## src/hw/rtl/hfr_pkg.sv

```systemverilog
// hfr_pkg: shared types, constants and helpers for the hex frame receiver.
// Used by the channel interfaces and every module of the block.
package hfr_pkg;

	// Default and upper bound for the per-frame digit limit
	localparam int MAX_CHARS_DEF = 12;
	localparam int MAX_CHARS_HI  = 64;

	// Message byte count carried per frame (covers the upper digit limit)
	localparam int FRAME_N_W = $clog2(MAX_CHARS_HI / 2);

	// Depth of the frame command queue between front and back
	localparam int CMD_DEPTH = 2;

	// Configuration port
	localparam int CFG_IDX_W = 2;
	typedef enum logic [CFG_IDX_W-1:0] {
		REG_START = 2'd0,
		REG_END   = 2'd1,
		REG_ACK   = 2'd2
	} reg_idx_t;

	localparam logic [7:0] START_RST = 8'h02;
	localparam logic [7:0] END_RST   = 8'h03;
	localparam logic [7:0] ACK_RST   = 8'h06;

	// Character codes for hex digits
	localparam logic [7:0] CHR_0     = 8'h30;
	localparam logic [7:0] CHR_9     = 8'h39;
	localparam logic [7:0] CHR_A     = 8'h41;
	localparam logic [7:0] CHR_F     = 8'h46;
	localparam logic [3:0] HEX_A_VAL = 4'd10;

	// Result kinds
	localparam logic KIND_ACK = 1'b0;
	localparam logic KIND_MSG = 1'b1;

	typedef enum logic {
		F_HUNT,
		F_FRAME
	} front_state_t;

	typedef enum logic [1:0] {
		B_IDLE,
		B_ACK,
		B_FETCH,
		B_BYTE
	} back_state_t;

	// One closed frame: message byte count and the store bank it sits in
	typedef struct packed {
		logic [FRAME_N_W-1:0] n;
		logic                 bank;
	} cmd_t;

	// Back end hands a bank back to the front end
	typedef struct packed {
		logic valid;
		logic bank;
	} release_t;

	typedef struct packed {
		logic       ok;
		logic [3:0] nib;
	} hex_t;

	// Upper-case hex digit decode; lower case is not a digit
	function automatic hex_t hex_decode(input logic [7:0] ch);
		hex_t r;
		r.ok  = 1'b0;
		r.nib = 4'd0;
		if (ch >= CHR_0 && ch <= CHR_9) begin
			r.ok  = 1'b1;
			r.nib = 4'(ch - CHR_0);
		end else if (ch >= CHR_A && ch <= CHR_F) begin
			r.ok  = 1'b1;
			r.nib = 4'(ch - CHR_A) + HEX_A_VAL;
		end
		return r;
	endfunction

endpackage

```

## src/hw/rtl/hfr_if.sv

```systemverilog
// hfr_if: valid/ready channel interfaces of the hex frame receiver.
// Depends on hfr_pkg for the configuration index width.

// Received characters
interface hfr_rx_if;
	logic       valid;
	logic       ready;
	logic [7:0] rx_char;
	modport source(output valid, output rx_char, input ready);
	modport sink(input valid, input rx_char, output ready);
endinterface

// Result items
interface hfr_res_if;
	logic       valid;
	logic       ready;
	logic       kind;
	logic [7:0] data_byte;
	logic [2:0] msg_length;
	logic       last;
	modport source(output valid, output kind, output data_byte, output msg_length,
		output last, input ready);
	modport sink(input valid, input kind, input data_byte, input msg_length,
		input last, output ready);
endinterface

// Register writes
interface hfr_cfg_if;
	logic                           valid;
	logic                           ready;
	logic [hfr_pkg::CFG_IDX_W-1:0] index;
	logic [7:0]                     data;
	modport source(output valid, output index, output data, input ready);
	modport sink(input valid, input index, input data, output ready);
endinterface

```

## src/hw/rtl/hfr_cmd_fifo.sv

```systemverilog
// hfr_cmd_fifo: small queue of closed-frame commands between front and back.
// Depends on hfr_pkg (cmd_t).
module hfr_cmd_fifo #(
	parameter int DEPTH = hfr_pkg::CMD_DEPTH
) (
	input  logic          clk,
	input  logic          arst_n,
	input  logic          push,
	input  hfr_pkg::cmd_t din,
	input  logic          pop,
	output hfr_pkg::cmd_t dout,
	output logic          empty,
	output logic          full
);

	localparam int PTR_W = $clog2(DEPTH);
	localparam int CNT_W = $clog2(DEPTH + 1);

	hfr_pkg::cmd_t      entry_q [DEPTH];
	logic [PTR_W-1:0]   wr_ptr_q;
	logic [PTR_W-1:0]   rd_ptr_q;
	logic [CNT_W-1:0]   count_q;

	assign empty = (count_q == '0);
	assign full  = (count_q == CNT_W'(DEPTH));
	assign dout  = entry_q[rd_ptr_q];

	// Pointers and fill count
	always_ff @(posedge clk or negedge arst_n) begin
		if (!arst_n) begin
			wr_ptr_q <= '0;
			rd_ptr_q <= '0;
			count_q  <= '0;
		end else begin
			if (push) begin
				wr_ptr_q <= (wr_ptr_q == PTR_W'(DEPTH - 1)) ? '0 : wr_ptr_q + 1'b1;
			end
			if (pop) begin
				rd_ptr_q <= (rd_ptr_q == PTR_W'(DEPTH - 1)) ? '0 : rd_ptr_q + 1'b1;
			end
			case ({push, pop})
				2'b10:   count_q <= count_q + 1'b1;
				2'b01:   count_q <= count_q - 1'b1;
				default: count_q <= count_q;
			endcase
		end
	end

	// Entry storage
	always_ff @(posedge clk) begin
		if (push) begin
			entry_q[wr_ptr_q] <= din;
		end
	end

endmodule

```

## src/hw/rtl/hfr_front.sv

```systemverilog
// hfr_front: character intake, frame hunting and hex packing into a two-bank byte store.
// Depends on hfr_pkg and hfr_if (rx channel).
module hfr_front #(
	parameter int MAX_CHARS = hfr_pkg::MAX_CHARS_DEF
) (
	input  logic                                    clk,
	input  logic                                    arst_n,
	hfr_rx_if.sink                                  rx,
	input  logic [7:0]                              start_code,
	input  logic [7:0]                              end_code,
	output logic                                    push,
	output hfr_pkg::cmd_t                           cmd,
	input  logic                                    fifo_full,
	input  hfr_pkg::release_t                       rel,
	input  logic [$clog2((MAX_CHARS + 1) / 2):0]    rd_addr,
	output logic [7:0]                              rd_data
);

	localparam int STORE_DEPTH = (MAX_CHARS + 1) / 2;
	localparam int SLOT_W      = $clog2(STORE_DEPTH);
	localparam int CNT_W       = $clog2(MAX_CHARS + 1);
	localparam int ADDR_W      = SLOT_W + 1;
	localparam int MEM_DEPTH   = 2 ** ADDR_W;

	hfr_pkg::front_state_t state_q, state_d;
	logic [CNT_W-1:0]      count_q;
	logic [3:0]            hi_nib_q;
	logic                  cur_bank_q;
	logic [1:0]            busy_q, busy_d;
	logic [7:0]            mem [MEM_DEPTH];
	logic [7:0]            rd_data_q;

	hfr_pkg::hex_t         hex;
	logic [CNT_W-2:0]      whole;
	logic [CNT_W-2:0]      n_w;
	logic                  acc;
	logic                  is_start;
	logic                  is_end;
	logic                  take_digit;
	logic                  wr_en;
	logic [ADDR_W-1:0]     wr_addr;

	// Decode and frame bookkeeping
	always_comb begin
		hex        = hfr_pkg::hex_decode(rx.rx_char);
		whole      = count_q[CNT_W-1:1];
		n_w        = (whole > 1) ? whole - 1'b1 : '0;
		// stall while the bank being filled is still draining, or no room for a command
		rx.ready   = (state_q == hfr_pkg::F_HUNT) || (!fifo_full && !busy_q[cur_bank_q]);
		acc        = rx.valid && rx.ready;
		is_start   = (state_q == hfr_pkg::F_HUNT) && (rx.rx_char == start_code);
		is_end     = (state_q == hfr_pkg::F_FRAME) && (rx.rx_char == end_code);
		take_digit = acc && (state_q == hfr_pkg::F_FRAME) && !is_end && hex.ok
			&& (count_q < CNT_W'(MAX_CHARS));
		push       = acc && is_end;
		cmd.n      = hfr_pkg::FRAME_N_W'(n_w);
		cmd.bank   = cur_bank_q;
		// odd digit completes a byte
		wr_en      = take_digit && count_q[0];
		wr_addr    = {cur_bank_q, count_q[SLOT_W:1]};
	end

	// Bank ownership: set when a frame with message bytes closes, cleared by the back end
	always_comb begin
		for (int b = 0; b < 2; b++) begin
			busy_d[b] = (busy_q[b] && !(rel.valid && (rel.bank == 1'(b))))
				|| (push && (n_w != '0) && (cur_bank_q == 1'(b)));
		end
	end

	// Next state
	always_comb begin
		state_d = state_q;
		unique case (state_q)
			hfr_pkg::F_HUNT: begin
				if (acc && is_start) begin
					state_d = hfr_pkg::F_FRAME;
				end
			end
			hfr_pkg::F_FRAME: begin
				if (push) begin
					state_d = hfr_pkg::F_HUNT;
				end
			end
			default: state_d = hfr_pkg::F_HUNT;
		endcase
	end

	always_ff @(posedge clk or negedge arst_n) begin
		if (!arst_n) begin
			state_q <= hfr_pkg::F_HUNT;
		end else begin
			state_q <= state_d;
		end
	end

	// Digit count, bank pointer and bank ownership
	always_ff @(posedge clk or negedge arst_n) begin
		if (!arst_n) begin
			count_q    <= '0;
			cur_bank_q <= 1'b0;
			busy_q     <= '0;
		end else begin
			busy_q <= busy_d;
			if ((acc && is_start) || push) begin
				count_q <= '0;
			end else if (take_digit) begin
				count_q <= count_q + 1'b1;
			end
			if (push && (n_w != '0)) begin
				cur_bank_q <= !cur_bank_q;
			end
		end
	end

	// High nibble holding and byte store
	always_ff @(posedge clk) begin
		if (take_digit && !count_q[0]) begin
			hi_nib_q <= hex.nib;
		end
		if (wr_en) begin
			mem[wr_addr] <= {hi_nib_q, hex.nib};
		end
		rd_data_q <= mem[rd_addr];
	end

	assign rd_data = rd_data_q;

endmodule

```

## src/hw/rtl/hfr_back.sv

```systemverilog
// hfr_back: drains frame commands and sends the acknowledge and message bytes.
// Depends on hfr_pkg and hfr_if (result channel).
module hfr_back #(
	parameter int MAX_CHARS = hfr_pkg::MAX_CHARS_DEF
) (
	input  logic                                    clk,
	input  logic                                    arst_n,
	hfr_res_if.source                               res,
	input  logic [7:0]                              ack_code,
	input  logic                                    fifo_empty,
	input  hfr_pkg::cmd_t                           cmd_head,
	output logic                                    pop,
	output hfr_pkg::release_t                       rel,
	output logic [$clog2((MAX_CHARS + 1) / 2):0]    rd_addr,
	input  logic [7:0]                              rd_data
);

	localparam int SLOT_W = $clog2((MAX_CHARS + 1) / 2);

	hfr_pkg::back_state_t          state_q, state_d;
	hfr_pkg::cmd_t                 cmd_q;
	logic [hfr_pkg::FRAME_N_W-1:0] idx_q;

	logic       out_valid_q;
	logic       kind_q;
	logic [7:0] data_q;
	logic [2:0] len_q;
	logic       last_q;

	logic slot_free;
	logic load_ack;
	logic load_byte;
	logic byte_last;

	assign slot_free = !out_valid_q || res.ready;
	assign byte_last = (idx_q == cmd_q.n - 1'b1);
	assign rd_addr   = {cmd_q.bank, idx_q[SLOT_W-1:0]};

	// Sequencer: next state and controls
	always_comb begin
		state_d   = state_q;
		pop       = 1'b0;
		load_ack  = 1'b0;
		load_byte = 1'b0;
		rel.valid = 1'b0;
		rel.bank  = cmd_q.bank;
		unique case (state_q)
			hfr_pkg::B_IDLE: begin
				if (!fifo_empty) begin
					pop     = 1'b1;
					state_d = hfr_pkg::B_ACK;
				end
			end
			hfr_pkg::B_ACK: begin
				if (slot_free) begin
					load_ack = 1'b1;
					state_d  = (cmd_q.n == '0) ? hfr_pkg::B_IDLE : hfr_pkg::B_FETCH;
				end
			end
			// wait here while the registered store read completes
			hfr_pkg::B_FETCH: begin
				state_d = hfr_pkg::B_BYTE;
			end
			hfr_pkg::B_BYTE: begin
				if (slot_free) begin
					load_byte = 1'b1;
					if (byte_last) begin
						rel.valid = 1'b1;
						state_d   = hfr_pkg::B_IDLE;
					end else begin
						state_d = hfr_pkg::B_FETCH;
					end
				end
			end
			default: state_d = hfr_pkg::B_IDLE;
		endcase
	end

	always_ff @(posedge clk or negedge arst_n) begin
		if (!arst_n) begin
			state_q     <= hfr_pkg::B_IDLE;
			out_valid_q <= 1'b0;
		end else begin
			state_q <= state_d;
			if (load_ack || load_byte) begin
				out_valid_q <= 1'b1;
			end else if (res.ready) begin
				out_valid_q <= 1'b0;
			end
		end
	end

	// Command, byte index and output register payload
	always_ff @(posedge clk) begin
		if (pop) begin
			cmd_q <= cmd_head;
			idx_q <= '0;
		end else if (load_byte) begin
			idx_q <= idx_q + 1'b1;
		end
		if (load_ack) begin
			kind_q <= hfr_pkg::KIND_ACK;
			data_q <= ack_code;
			len_q  <= cmd_q.n[2:0];
			last_q <= (cmd_q.n == '0);
		end else if (load_byte) begin
			kind_q <= hfr_pkg::KIND_MSG;
			data_q <= rd_data;
			len_q  <= cmd_q.n[2:0];
			last_q <= byte_last;
		end
	end

	assign res.valid      = out_valid_q;
	assign res.kind       = kind_q;
	assign res.data_byte  = data_q;
	assign res.msg_length = len_q;
	assign res.last       = last_q;

endmodule

```

## src/hw/rtl/hex_frame_receiver_top.sv

```systemverilog
// hex_frame_receiver_top: top level of the hex frame receiver.
// Depends on hfr_pkg, hfr_if, hfr_front, hfr_cmd_fifo and hfr_back.

// Characters are taken one per cycle; hex digits pack two per byte into a two-bank
// store. An end code queues a frame command; the output sequencer then sends the
// acknowledge and then each message byte, which goes through a registered store
// read and then the output register. Input stalls only when the command queue is
// full or when a new frame wants the bank whose bytes are still being sent.
// Configuration writes are always taken (ready is tied high) and must be issued
// while the block is idle.
module hex_frame_receiver_top #(
	parameter int MAX_CHARS = hfr_pkg::MAX_CHARS_DEF
) (
	input  logic       clk,
	input  logic       arst_n,
	hfr_rx_if.sink     rx,
	hfr_res_if.source  res,
	hfr_cfg_if.sink    cfg
);

	localparam int ADDR_W = $clog2((MAX_CHARS + 1) / 2) + 1;

	logic [7:0] start_code_q;
	logic [7:0] end_code_q;
	logic [7:0] ack_code_q;

	logic              push;
	logic              pop;
	logic              fifo_empty;
	logic              fifo_full;
	hfr_pkg::cmd_t     cmd_in;
	hfr_pkg::cmd_t     cmd_head;
	hfr_pkg::release_t rel;
	logic [ADDR_W-1:0] rd_addr;
	logic [7:0]        rd_data;

	// Configuration registers
	assign cfg.ready = 1'b1;

	always_ff @(posedge clk or negedge arst_n) begin
		if (!arst_n) begin
			start_code_q <= hfr_pkg::START_RST;
			end_code_q   <= hfr_pkg::END_RST;
			ack_code_q   <= hfr_pkg::ACK_RST;
		end else if (cfg.valid) begin
			unique case (cfg.index)
				hfr_pkg::REG_START: start_code_q <= cfg.data;
				hfr_pkg::REG_END:   end_code_q   <= cfg.data;
				hfr_pkg::REG_ACK:   ack_code_q   <= cfg.data;
				default: ;
			endcase
		end
	end

	hfr_front #(
		.MAX_CHARS(MAX_CHARS)
	) u_front (
		.clk        (clk),
		.arst_n     (arst_n),
		.rx         (rx),
		.start_code (start_code_q),
		.end_code   (end_code_q),
		.push       (push),
		.cmd        (cmd_in),
		.fifo_full  (fifo_full),
		.rel        (rel),
		.rd_addr    (rd_addr),
		.rd_data    (rd_data)
	);

	hfr_cmd_fifo #(
		.DEPTH(hfr_pkg::CMD_DEPTH)
	) u_cmd_fifo (
		.clk    (clk),
		.arst_n (arst_n),
		.push   (push),
		.din    (cmd_in),
		.pop    (pop),
		.dout   (cmd_head),
		.empty  (fifo_empty),
		.full   (fifo_full)
	);

	hfr_back #(
		.MAX_CHARS(MAX_CHARS)
	) u_back (
		.clk        (clk),
		.arst_n     (arst_n),
		.res        (res),
		.ack_code   (ack_code_q),
		.fifo_empty (fifo_empty),
		.cmd_head   (cmd_head),
		.pop        (pop),
		.rel        (rel),
		.rd_addr    (rd_addr),
		.rd_data    (rd_data)
	);

`ifndef NO_ASSERTIONS
	// a frame command is never pushed into a full queue
	a_no_overflow: assert property (@(posedge clk) disable iff (!arst_n)
		push |-> !fifo_full)
		else $error("command pushed into full queue");

	// the sequencer only takes a command that is there
	a_no_underflow: assert property (@(posedge clk) disable iff (!arst_n)
		pop |-> !fifo_empty)
		else $error("command popped from empty queue");

	// a bank being handed back is never claimed again in the same cycle
	a_bank_reuse: assert property (@(posedge clk) disable iff (!arst_n)
		(rel.valid && push && (cmd_in.n != '0)) |-> (cmd_in.bank != rel.bank))
		else $error("bank reused while still draining");
`endif

endmodule
```

## src/flat_wrapper.sv

```systemverilog
// flat-port wrapper written by rule: the top's interface ports become plain ports
module hex_frame_receiver_top_flat 
#(
	parameter int MAX_CHARS = hfr_pkg::MAX_CHARS_DEF
)
  (clk, arst_n, rx_valid, rx_rx_char, rx_ready, res_valid, res_kind, res_data_byte, res_msg_length, res_last, res_ready, cfg_valid, cfg_index, cfg_data, cfg_ready);
  hfr_rx_if rx_i ();
  hfr_res_if res_i ();
  hfr_cfg_if cfg_i ();
  input  logic clk;
  input  logic arst_n;
  input wire logic [$bits(rx_i.valid)-1:0] rx_valid;
  input wire logic [$bits(rx_i.rx_char)-1:0] rx_rx_char;
  output wire logic [$bits(rx_i.ready)-1:0] rx_ready;
  output wire logic [$bits(res_i.valid)-1:0] res_valid;
  output wire logic [$bits(res_i.kind)-1:0] res_kind;
  output wire logic [$bits(res_i.data_byte)-1:0] res_data_byte;
  output wire logic [$bits(res_i.msg_length)-1:0] res_msg_length;
  output wire logic [$bits(res_i.last)-1:0] res_last;
  input wire logic [$bits(res_i.ready)-1:0] res_ready;
  input wire logic [$bits(cfg_i.valid)-1:0] cfg_valid;
  input wire logic [$bits(cfg_i.index)-1:0] cfg_index;
  input wire logic [$bits(cfg_i.data)-1:0] cfg_data;
  output wire logic [$bits(cfg_i.ready)-1:0] cfg_ready;
  assign rx_i.valid = rx_valid;
  assign rx_i.rx_char = rx_rx_char;
  assign rx_ready = rx_i.ready;
  assign res_valid = res_i.valid;
  assign res_kind = res_i.kind;
  assign res_data_byte = res_i.data_byte;
  assign res_msg_length = res_i.msg_length;
  assign res_last = res_i.last;
  assign res_i.ready = res_ready;
  assign cfg_i.valid = cfg_valid;
  assign cfg_i.index = cfg_index;
  assign cfg_i.data = cfg_data;
  assign cfg_ready = cfg_i.ready;
  hex_frame_receiver_top #(.MAX_CHARS(MAX_CHARS)) u_core (.clk(clk), .arst_n(arst_n), .rx(rx_i), .res(res_i), .cfg(cfg_i));
endmodule
```

## config.mk

```make
export PLATFORM = sky130hd
export DESIGN_NAME = hex_frame_receiver_top_flat
export DESIGN_NICKNAME = d
export VERILOG_FILES = /design/src/hw/rtl/hfr_pkg.sv /design/src/hw/rtl/hfr_if.sv /design/src/hw/rtl/hfr_cmd_fifo.sv /design/src/hw/rtl/hfr_front.sv /design/src/hw/rtl/hfr_back.sv /design/src/hw/rtl/hex_frame_receiver_top.sv /design/src/flat_wrapper.sv
export SDC_FILE = /design/constraint.sdc
export NUM_CORES = 1
export LEC_CHECK = 0
export ABC_CLOCK_PERIOD_IN_PS = 4700
export BUFFER_PORTS_ARGS = -buffer_cell sky130_fd_sc_hd__buf_2
export CAP_MARGIN = 40
export CORE_MARGIN = 10
export CORE_UTILIZATION = 50
export DETAILED_ROUTE_END_ITERATION = 16
export PLACE_DENSITY_LB_ADDON = 0.25
export SYNTH_ARGS = -nofsm -noshare
export SYNTH_HDL_FRONTEND = slang
export SYNTH_SLANG_ARGS = --single-unit
```

## constraint.sdc

```tcl
create_clock -name clk -period 4.7 [get_ports clk]
set_input_delay 1.41 -clock clk [delete_from_list [all_inputs] [get_ports clk]]
set_output_delay 1.41 -clock clk [all_outputs]
set_load 0.02 [all_outputs]
```

# Yosys cells after proc, flatten, opt, wreduce, memory -nomap -nowiden
# Memories as Yosys holds them, arrays and structs flattened. A register that Yosys moved wholly into a read port is not among the register bits.
# Cells that the tools add are included.
# word_totals
register_bits	66
ramBits	136
input_bits	23
out_inout_bits	16
elab_cells	143
mem_count	2
# classes
n_addsub	11
magnitude_cmp	7
n_eq_ne	14
mux	39
bitwise	3
reduce_logical	48
# mem_list
memory	words	word_bits	rd	rd_clocked_by_memory_dff	wr	line	text
u_core.u_front.mem	16	8	1	1	1	hfr_front.sv:30	logic [7:0] mem [MEM_DEPTH];
u_core.u_cmd_fifo.entry_q	2	4	1	1	1	hfr_cmd_fifo.sv:19	hfr_pkg::cmd_t entry_q [DEPTH];
# op_table
cell	count
$mux W1	22
$logic_and A1 B1 Y1	21
$eq A8 B8 Y1	2
$mux W8	2
$eq A2 B2 Y1 const B	5
$mux W2	5
$mux W5	2
$mux W3	3
$ge A8 B6 Y1 const B	1
$ge A8 B7 Y1 const B	1
$le A8 B6 Y1 const B	1
$le A8 B7 Y1 const B	1
$logic_not A1 Y1	8
$mux W4	2
$pmux W2 S4	1
$reduce_bool A2 Y1	4
$sub A4 B1 Y4 const B	2
$eq A2 B1 Y1 const B	3
$logic_not A2 Y1	3
$logic_or A1 B1 Y1	6
$ne A2 B2 Y1 const B	3
$reduce_and A2 Y1	3
$add A5 B1 Y5 const B	1
$eq A5 B5 Y1	1
16 further kinds	19

# Longest topological paths before layout
# Gate-level depths: netlist (run 1).
# logic_depth
depth_word	13
mapped_depth	9
depth_no_buf	8

# By module
# From an unflattened synthesis (run 1), not the netlist that was laid out.
# unflattened
hier_cells	497
hier_area_um2	8893.5
# modules_own_cells
module	instances	cells_each	area_per_inst_um2	seq_area_each_um2
hfr_front	1	321	6128.4	4324.1
hfr_back	1	88	1216.2	735.7
hex_frame_receiver_top	1	53	929.6	606.8
hfr_cmd_fifo	1	35	619.3	460.4

# Worst setup path before layout (run 1)
# Ideal clock, no wire load.
# synth_path
path_type	input -> register
start	input rx_rx_char[2]
end	memory u_core.u_front.mem[10][0] (enable)
setup_ps	383
t_arrival_ps	3498
required_time_ps	4317
slack_ps	818
cell_stages	6
n_path_buf	1
path_cell_list	buf_4 o21bai_1 a2111oi_2 o211a_1 nand3_1 nor3_1
# synth_between
elab_chain_len	9
elab_cells_between_ends	17
classes_between	order compare (4); eq/ne (1); mux (4); reduce/logical (8)
# synth_lines
element	line	text
from (decl)	flat_wrapper.sv:13	input wire logic [$bits(rx_i.rx_char)-1:0] rx_rx_char;
$ge A8 B7 Y1, or another cell as far along	hfr_pkg.sv:75	end else if (ch >= CHR_A && ch <= CHR_F) begin
$logic_and A1 B1 Y1 (on tied branches)	hfr_pkg.sv:75, hfr_front.sv:52	
$mux W5 / $logic_not A1 Y1 (equally long branches)	hfr_pkg.sv:75, hfr_front.sv:53	
$mux W5 / $logic_and A1 B1 Y1 (equally long branches)	hfr_pkg.sv:72, hfr_front.sv:53	
$logic_and A1 B1 Y1 *	hfr_front.sv:53	take_digit = acc && (state_q == hfr_pkg::F_FRAME) && !is_end && hex.ok
$logic_and A1 B1 Y1 *	hfr_front.sv:54	&& (count_q < CNT_W'(MAX_CHARS));
$logic_and A1 B1 Y1 *	hfr_front.sv:59	wr_en = take_digit && count_q[0];
$mux W1 *	hfr_front.sv:121	if (wr_en) begin
$mux W1 (implied by the code) *	hfr_front.sv:122	mem[wr_addr] <= {hi_nib_q, hex.nib};
to (decl)	hfr_front.sv:30	
# Every way passes the cells marked *; elsewhere a longest branch is shown, timed or not.

# Final worst setup path (run 1)
# layout_path
start	input rx_rx_char[3]
end	memory u_core.u_front.mem[1][7] (enable)
# Same word-level chain as after synthesis.

==> out/qor.txt, run 1 <==
EDFF count, synth - 156
I/O pin cnt - 39
Peak supply drop - 0.339 mV
RSZ-0062 raised after global routing - false
Hold buffers post-CTS - 0
Max Clk Rate - 262 MHz
Layout cells sized above 1 - 32.4%
Slew HR - 44.6%
Critical path arrival - 3.95 ns
Later-pin clock latency in the skew report - 0.51 ns
LEAKAGE - 3.47 nW
Die width - 151 µm
Residual DRC - 0
Largest net degree at the start of global routing - 36
Yosys cell types - 55
Grt met1 use - 21.1%
FF-to-FF setup slack - 1.92 ns
Met2 Use GR - 27.2%
Worst-path cell chain - buf_2 -> or4b_4 -> nor4_4 -> o211ai_2 -> or3_1 -> nor3_2
Fin area - 9750 µm²
Reg2reg end - u_core.u_front.mem[1][7]
Crit path capture type - flip-flop
Vias in the first global route - 4580
Seq cells post-synth - 209
Total CTS buffers - 22
Die Footprint - 22800 µm²
Placer Congestion - 0.884
Vias per inst - 5.74
Req. time, crit path - 4.83 ns
End of the worst hold path - u_core.u_back.res.kind
GR peak layer - met2
HP Class - flip-flop to flip-flop
Worst-Margin Slew - 0.821 ns
Power Density - 514 nW/µm²
CP max FO - 8
Port bufs - 37
GRT met3 Usage - 2.83%
Final ANT Viol Nets - 0
Global-route usage over all layers - 16.1%
DR iter-0 viols - 313
Reg clk slew, reported paths - 0.06 ns
Starting Density - 51.3%
Ant. Diodes - 0
Total of max-cap violations - 0
Clock skew - 0.0163 ns
Startpoint Class - input port
Share of the synthesized area in the top cell type - 54.6%
TNS Setup - 0 ns
Worst path slowest cell - nor3_2
Final Hold Fails - 0
Drt first pass iters - 5
Largest area contributor in the netlist - edfxtp_1
Synth Net Count - 518
Mapped Cells - 482
CTS root buffer - clkbuf_16
Worst path max stage delay - 0.60 ns
Via count - 4466
# setup viols final - 0
Grt ovf - 0
Worst Reg-to-Reg Cells - 5
Period Utilization, post-route - 81.3%
Final min period - 3.82 ns
H-tree depth - 1
Post-Place Cell Area - 9080 µm²
WS Path Type - input port to flip-flop
Dominant register cell in the synthesized netlist - edfxtp_1
DP Wirelength - 12.6 mm
Clock buffer depth - 3
Area growth from synthesis to layout - 13.7%
Layout Nets - 578
Seq/Total Area, Yosys - 69.4%
Core Area - 16700 µm²
CP Buf/Inv Count - 1
Post-CTS Resized - 0
Mapped cell area - 8570 µm²
Ys Warns - 0
Hold Crit Depth - 1
Largest cells by area after synthesis - edfxtp_1 (55%), mux4_2 (11%), dfrtp_1 (9.9%), mux2_2 (4.9%), dfxtp_1 (3.3%)
Drt total wl - 18.0 mm
Async S/R FF share, synth - 18.7%
Site row count - 47
Post-CTS Setup Inserts - 0
TritonCTS clock tree - yes
Initial antenna violation count - 0
Post-Syn Area per Cell - 17.8 µm²
Hold Startpoint - u_core.u_back.res.kind
R2R Path Start - u_core.u_front.cur_bank_q
First-pass GRT wire length - 27.7 mm
Slew Limit Fails - 0
Sink Count - 209
Run status - finished, final reports clean
Routed WL per cell - 23.2 µm
Chip height - 151 µm
Crit-path leading delay family - simple AND/OR/NAND/NOR gates
==> how the worst max path moves through the flow <==
stage | start | endpoint | slack (ns) | cells after the start
finish | rx_rx_char[3] | u_core.u_front.mem[1][7] | 0.88 | 6
global route | rx_rx_char[3] | u_core.u_front.mem[0][3] | 0.78 | 6
CTS | rx_rx_char[3] | u_core.u_front.mem[1][7] | 0.94 | 6
detailed placement | rx_rx_char[3] | u_core.u_front.mem[0][3] | 0.42 | 6
global placement | rx_rx_char[3] | u_core.u_front.mem[14][7] | 0.55 | 6
floorplan | rx_rx_char[2] | u_core.u_front.mem[10][0] | 0.82 | 6
==> cell families after synthesis <==
group	share of synthesized area, %
xor gates and xnor gates	3.17
adders and majority gates	1.90
muxes	15.6
AOI/OAI and AO/OA	2.89
DFF	69.4
other	0.0437
buffers and inverters	1.68
and+or+nand+nor	5.36
==> Yosys cell counts (all sizes together), types with 2 or more instances <==
master  number
o211ai       2
o21ai        9
or4          2
nor2        27
nand3b       3
nand3        8
nor3         8
mux4        40
mux2i        2
clkbuf       6
edfxtp     156
inv         14
nand2       14
a21oi        7
o41ai        2
ha          13
nand2b       3
nor4         2
dfxtp       14
buf         10
and3         3
nand4        6
nor2b        2
nor3b        2
dfstp        5
xnor2       20
dfrtp       34
mux2        37
or3          3
xor2        11
o211a        2
o31ai        2
==> metrics by stage <==
stage	utilization, %	std cells	setup WS [ns]	hold WS [ns]	power (mW)
floorplan	-	482	0.818	0.451	3.15
CTS	58.4	778	0.937	0.459	5.06
finish	58.4	778	0.879	0.458	5.01
global placement	54.2	737	0.549	0.436	3.44
global route	58.4	778	0.779	0.496	5.25
detailed placement	54.3	738	0.423	0.436	3.46
==> layer usage <==
metal,wire (µm),share of wire [%]
met1,7640,42
met2,8910,49
met3,1170,6.5
met4,311,1.7
met5,0,0
==> layout make-up <==
class                           instances  area [µm²]
Clock buffer                           23         554
Inverter                               14        52.6
Multi-Input combinational cell        243        2480
Timing Repair Buffer                   52         318
Sequential cell                       209        5950
Clock inverter                         17         118
Fill cell                            1235        6950
Tap cell                              220         275
==> sequential cells by signal (all words and copies together) (netlist names), 2 cells and up <==
| signal | count |
|---|---|
| u_core.u_front.mem | 128 |
| u_core.ack_code_q | 8 |
| u_core.end_code_q | 8 |
| u_core.start_code_q | 8 |
| u_core.u_back.res.data_byte | 8 |
| u_core.u_cmd_fifo.entry_q | 8 |
| u_core.u_front.rd_data | 8 |
| u_core.u_back.idx_q | 5 |
| u_core.u_front.count_q | 4 |
| u_core.u_front.hi_nib_q | 4 |
| u_core.u_back.cmd_q | 3 |
| u_core.u_back.res.msg_length | 3 |
| u_core.u_back.state_q | 2 |
| u_core.u_cmd_fifo.count_q | 2 |
| u_core.u_front.busy_q | 2 |
==> cell usage in the layout, fill, tap and decap left out, drive strengths merged, types with 2 or more instances in the layout <==
cell	netlist	routed
nor3b	2	2
inv	14	15
clkinv	0	15
nand3	8	8
nor2b	2	2
o31ai	2	2
o211ai	2	2
clkbuf	6	23
xor2	11	11
nor2	27	27
nand2	14	14
or3	3	3
mux4	40	40
ha	13	13
dfstp	5	5
nand2b	3	3
o211a	2	2
mux2i	2	2
xnor2	20	20
dfxtp	14	14
nand4	6	6
mux2	37	37
buf	10	52
nand3b	3	3
a21oi	7	7
o21ai	9	9
dfrtp	34	34
o41ai	2	2
or4	2	2
nor4	2	2
edfxtp	156	156
nor3	8	8
and3	3	3
==> where the power goes <==
part | switching (mW) | leakage [nW] | internal (mW)
logic | 0.517 | 1.11 | 0.559
clock network | 0.678 | 0.339 | 0.914
registers | 0.164 | 2.02 | 2.18
No activity file was read; power rests on OpenSTA's default activity.
==> run 2: changes to the inputs <==
--- a/config.mk
+++ b/config.mk
@@ -5,7 +5,8 @@
 export SDC_FILE = /design/constraint.sdc
 export NUM_CORES = 1
 export LEC_CHECK = 0
-export ABC_CLOCK_PERIOD_IN_PS = 4700
+export ABC_AREA = 1
+export ABC_CLOCK_PERIOD_IN_PS = 3300
 export BUFFER_PORTS_ARGS = -buffer_cell sky130_fd_sc_hd__buf_2
 export CAP_MARGIN = 40
 export CORE_MARGIN = 10
==> constraint.sdc (replaced) <==
create_clock -name clk -period 3.3 [get_ports clk]
set_input_delay 0.99 -clock clk [delete_from_list [all_inputs] [get_ports clk]]
set_output_delay 0.99 -clock clk [all_outputs]
set_load 0.02 [all_outputs]
==> run 2 against run 1 <==
- critical path depth decreased by 1
- final area increased by 4.7%
- clock power increased by 60%
- sequential power increased by 46%
- routed wire length increased by 11%
- critical endpoint is now rx_ready
- largest cell class unchanged
==> out/qor.txt, run 2 <==
Run status - finished, final reports clean
Seq cells post-synth - 209
Total of max-cap violations - 0
Core Util, Final - 58.8%
Yosys cell types - 36
Slew Limit Fails - 0
DR iter-0 viols - 538
Req. time, crit path - 2.31 ns
Most common cell after layout, fill and taps aside - nand2_1
H-tree depth - 1
Post-CTS Resized - 0
Count leader, synth - nand2_1
Chip height - 153 µm
Layout cells sized above 1 - 15.1%
Most frequent CP cell - nand2_1
Clock buffer depth - 3
Vias in the first global route - 5909
Reg clk slew, reported paths - 0.06 ns
Layout Nets - 895
Clock skew - 0.0181 ns
Die Footprint - 23500 µm²
Later-pin clock latency in the skew report - 0.50 ns
Initial antenna violation count - 0
Drt first pass iters - 5
Top cells by count, synth - nand2_1 (170), edfxtp_1 (156), nor2_1 (101)
Ys Warns - 0
HP Class - flip-flop to flip-flop
Drt total wl - 20.0 mm
Combinational share of power - 24.4%
Placer Congestion - 0.905
Global-route usage over all layers - 16.6%
Critical path arrival - 1.59 ns
Post-Syn Area per Cell - 11.1 µm²
Area growth from synthesis to layout - 14.8%
Total CTS buffers - 22
Synth Net Count - 836
Mapped cell area - 8890 µm²
Vias per inst - 5.47
Async S/R FF share, synth - 18.7%
Hold buffers post-CTS - 0
# setup viols final - 0
Largest net degree at the start of global routing - 68
Final ANT Viol Nets - 0
Internal - 5.37 mW
DP Wirelength - 13.8 mm
First-pass GRT wire length - 31.3 mm
Worst path max stage delay - 0.49 ns
Ant. Diodes - 0
Worst-Margin Slew - 0.875 ns
Commonest cells after routing, fill and taps aside - nand2_1 (170), edfxtp_1 (156), nor2_1 (101)
Largest Register - u_core.u_front.mem
WS Path Type - flip-flop to output port
Filler Cells Inserted - 1380
Worst path slowest cell - dfrtp_1
Net Sw Frac - 32.1%
Largest area contributor in the netlist - edfxtp_1
Largest cells by area after synthesis - edfxtp_1 (53%), dfrtp_1 (9.6%), nand2_1 (7.2%), o21ai_0 (4.7%), nor2_1 (4.3%)
Slew HR - 41.7%
Port bufs - 37
Sink Count - 209
Share of the synthesized area in the top cell type - 52.7%
Residual DRC - 0
Die width - 153 µm
CTS root buffer - clkbuf_16
Worst-path cell chain - inv_2 -> nand2_1 -> nand3_2 -> nand2_1 -> buf_2
Multi-input logic area - 2570 µm²
Seq/Total Area, Yosys - 66.9%
Final min period - 2.58 ns
Register area - 5950 µm²
Site row count - 48
Via count - 6018
Sequential share of power - 43.3%
RSZ-0062 raised after global routing - false
Max reg flops - 128
I/O pin cnt - 39
Routed WL per cell - 18.2 µm
Peak supply drop - 0.885 mV
Crit path capture type - output port
Starting Density - 51.2%
TritonCTS clock tree - yes
Dominant register cell in the synthesized netlist - edfxtp_1
Sw Pwr - 2.54 mW
CP max FO - 8
EDFF count, synth - 156
Core Area - 17400 µm²
LEAKAGE - 4.11 nW
Power Density - 774 nW/µm²
Max Clk Rate - 388 MHz
Grt ovf - 0
Startpoint Class - flip-flop
TNS Setup - 0 ns
Clock Power Share - 32.3%
Mapped Cells - 800
Post-CTS Setup Inserts - 0
Period Utilization, post-route - 78.1%
Final Hold Fails - 0
[run 2: final timing paths]
kind	from	endpoint	slack, ns	cells after the start
max in group asynchronous	arst_n	u_core.u_cmd_fifo.rd_ptr_q	2.14	1
min in group asynchronous	arst_n	u_core.start_code_q[5]	0.60	1
max	u_core.u_front.cur_bank_q	rx_ready	0.72	5
min reg2reg	u_core.u_back.cmd_q[3]	u_core.u_back.res.msg_length[2]	0.45	0
min	u_core.u_back.cmd_q[3]	u_core.u_back.res.msg_length[2]	0.45	0
max reg2reg	u_core.u_front.cur_bank_q	u_core.u_front.mem[13][3]	1.12	9
[run 2: layout make-up]
class                           instances  share of cell area (%)
Timing Repair Buffer                   66                    3.95
Clock buffer                           28                    6.06
Sequential cell                       209                    58.3
Multi-Input combinational cell        498                    25.2
Inverter                               62                    2.28
Clock inverter                         12                    1.45
Tap cell                              225                    2.76
[run 2: cells by family after synthesis]
kind of cell             after synthesis  synth area share (%)
AND/OR/NAND/NOR                      319                  14.8
AO/OA/AOI/OAI                        136                  9.12
flip-flops                           209                  66.9
buffers and inverters                 93                  4.18
XOR/XNOR                              11                  1.08
adder cells (fa/ha/maj)               13                  1.83
other                                  1                0.0422
multiplexers                          18                  2.03
[run 2: power groups by stage]
stage | registers, mW | logic [mW] | clock network, mW
after global placement | 3.45 | 1.87 | 0
after CTS | 3.42 | 1.93 | 2.60
final | 3.42 | 1.93 | 2.55
after floorplan | 3.45 | 1.33 | 0
after detailed placement | 3.46 | 1.92 | 0
after global routing | 3.46 | 2.15 | 2.71
[run 2: worst max-delay path: cells and delay by family (launching register included)]
kind | cells | cell delay (ns)
buf+inv | 2 | 0.27
flops | 1 | 0.49
simple gates | 3 | 0.33
[run 2: stage by stage]
stage	hold slack, ns	setup slack (ns)	total power [mW]	instance area (µm²)	cells
floorplan	0.426	0.648	4.77	8890	800
global placement	0.444	0.439	5.32	9440	1060
detailed placement	0.442	0.385	5.38	9440	1060
CTS	0.457	0.722	7.94	10200	1100
global route	0.476	0.631	8.32	10200	1100
finish	0.454	0.722	7.90	10200	1100
[run 2: layer usage]
| metal | global-route usage [%] | vias up | wire length [µm] |
|---|---|---|---|
| met1 | 21.0 | 2854 | 8280 |
| met3 | 3.00 | 50 | 1370 |
| met4 | 6.03 | 0 | 681 |
| met5 | 0 | - | 0 |
| met2 | 27.8 | 233 | 9710 |
| li1 | - | 2881 | - |
==> run 3: changes to the inputs <==
--- a/config.mk
+++ b/config.mk
@@ -6,7 +6,7 @@
 export NUM_CORES = 1
 export LEC_CHECK = 0
 export ABC_AREA = 1
-export ABC_CLOCK_PERIOD_IN_PS = 3300
+export ABC_CLOCK_PERIOD_IN_PS = 2100
 export BUFFER_PORTS_ARGS = -buffer_cell sky130_fd_sc_hd__buf_2
 export CAP_MARGIN = 40
 export CORE_MARGIN = 10
==> constraint.sdc (replaced) <==
create_clock -name clk -period 2.1 [get_ports clk]
set_input_delay 0.63 -clock clk [delete_from_list [all_inputs] [get_ports clk]]
set_output_delay 0.63 -clock clk [all_outputs]
set_load 0.02 [all_outputs]
==> run 3 against run 2 <==
- clock skew shrank 0.0086 ns
- clock power grew 45%
- final area grew 4.3%
- critical path type unchanged
- critical endpoint unchanged
- highest routed layer unchanged
==> out/qor.txt, run 3 (synthesis results as in run 2) <==
Final Hold Fails - 0
First-pass GRT wire length - 33.3 mm
Worst Reg-to-Reg Cells - 9
Area growth from synthesis to layout - 19.7%
Worst path max stage delay - 0.41 ns
Critical path arrival - 1.43 ns
Final hold slack - 0.0422 ns
Drt total wl - 20.8 mm
Core Util, Final - 61.3%
Commonest cells after routing, fill and taps aside - nand2_1 (164), edfxtp_1 (156), nor2_1 (84)
Core Area - 17400 µm²
HP Class - input port to async pin
Vias in the first global route - 6234
Chip height - 153 µm
Largest Register - u_core.u_front.mem
Port bufs - 37
DR iter-0 viols - 519
Worst-path cell chain - inv_2 -> nand2_2 -> nand3_4 -> nand2_1 -> buf_2
Power Density - 1160 nW/µm²
Crit path depth - 5
Sink Count - 209
Total of max-cap violations - 0
Vias per inst - 5.45
Filler Cells Inserted - 1340
Clock buffer depth - 3
Hold buffers post-CTS - 0
Max reg flops - 128
Startpoint Class - flip-flop
Clock skew - 0.00952 ns
Ant. Diodes - 0
Drt first pass iters - 7
Placer Congestion - 0.942
Crit path capture type - output port
Worst path slowest cell - dfrtp_1
Final ANT Viol Nets - 0
Peak supply drop - 1.31 mV
Starting Density - 51.2%
Die width - 153 µm
Crit-path leading delay family - flip-flops
CP Buf/Inv Count - 2
Slew Limit Fails - 0
DP Wirelength - 14.4 mm
Slew HR - 44.4%
Die Footprint - 23500 µm²
Later-pin clock latency in the skew report - 0.50 ns
Layout cells sized above 1 - 20.5%
Routed WL per cell - 18.4 µm
Global-route usage over all layers - 17.4%
Via count - 6153
Residual DRC - 0
Largest net degree at the start of global routing - 65
I/O pin cnt - 39
Run status - finished, final reports clean
Grt ovf - 0
Layout Nets - 925
Multi-input logic area - 2740 µm²
Worst-Margin Slew - 0.834 ns
WS Path Type - flip-flop to output port
Req. time, crit path - 1.47 ns
Reg clk slew, reported paths - 0.06 ns
H-tree depth - 1
CTS root buffer - clkbuf_16
CP max FO - 4
Period Utilization, post-route - 98.2%
Initial antenna violation count - 0
Max Clk Rate - 485 MHz
Site row count - 48
Final min period - 2.06 ns
Register area - 5950 µm²
Total CTS buffers - 22
RSZ-0062 raised after global routing - true
Most common cell after layout, fill and taps aside - nand2_1
TritonCTS clock tree - yes
# setup viols final - 0
LEAKAGE - 4.24 nW
## run 3: changes by cell type in the layout (fill, tap and decap cells not counted), moves of 3 or more
cell      change
nand3_4       +3
nand3_2       -3
clkinv_4      -3
buf_12        +8
nor2_2        +5
nand2_1       -6
nor2_4       +12
clkbuf_1      +4
buf_4        +21
inv_6         +3
nand2_2       +6
nor2_1       -17
## run 3: layout make-up
cell class / count / area share, %
flip-flops and latches: 209 / 55.9
clock inverters: 9 / 0.788
well taps: 225 / 2.65
repair buffers: 96 / 6.88
clock buffers: 30 / 5.75
inverters: 62 / 2.26
multi-input cells: 498 / 25.8
## run 3: per-stage QoR
stage               cell area (µm²)  instances  worst slack (ns)  total power, mW  setup TNS, ns
global route                  10600       1129           -0.0195             13.0         -0.173
floorplan                      9040        800           -0.0652             7.53          -6.42
global placement               9900       1088            -0.322             8.59         -39.69
CTS                           10600       1127           0.00316             12.4              0
detailed placement             9900       1088            -0.387             8.72         -48.38
finish                        10600       1129            0.0384             12.4              0
## run 3: what timing repair did
item,CTS,global route
buffers inserted,0,2
endpoints found under the hold margin,0,0
gates resized for setup,0,8
endpoints found under the setup margin,0,124
## run 3: report_power, final
part,switching [mW],total [mW],internal [mW]
Sequential,0.364,5.32,4.95
Clock,1.52,3.69,2.17
Combinational,2.18,3.38,1.19
Total,4.07,12.4,8.32
## run 3: path summary, 6_finish.rpt
check	from	end	slack [ns]
setup / recovery	u_core.u_front.cur_bank_q	rx_ready	0.04
hold / removal	arst_n	u_core.u_back.res.valid	0.04
setup reg to reg	u_core.u_front.cur_bank_q	u_core.u_front.mem[3][2]	0.13
hold reg to reg	u_core.u_back.res.kind	u_core.u_back.res.kind	0.46
max in group asynchronous	arst_n	u_core.start_code_q[1]	1.49
min in group clk	res_ready	u_core.u_back.res.valid	0.33
## run 3: worst reg2reg max path: cells and delay by family (launching register included)
| kind | cells | cell delay, ns |
|---|---|---|
| and+or+nand+nor | 6 | 0.83 |
| AOI/OAI and AO/OA | 1 | 0.17 |
| DFF | 1 | 0.41 |
| buffers and inverters | 2 | 0.24 |
## run 3: per-layer routing
layer | share of wire, % | global-route usage, %
met3 | 5.6 | 2.36
met1 | 43 | 23.1
met5 | 0 | 0
met2 | 49 | 29.3
met4 | 2.1 | 4.41
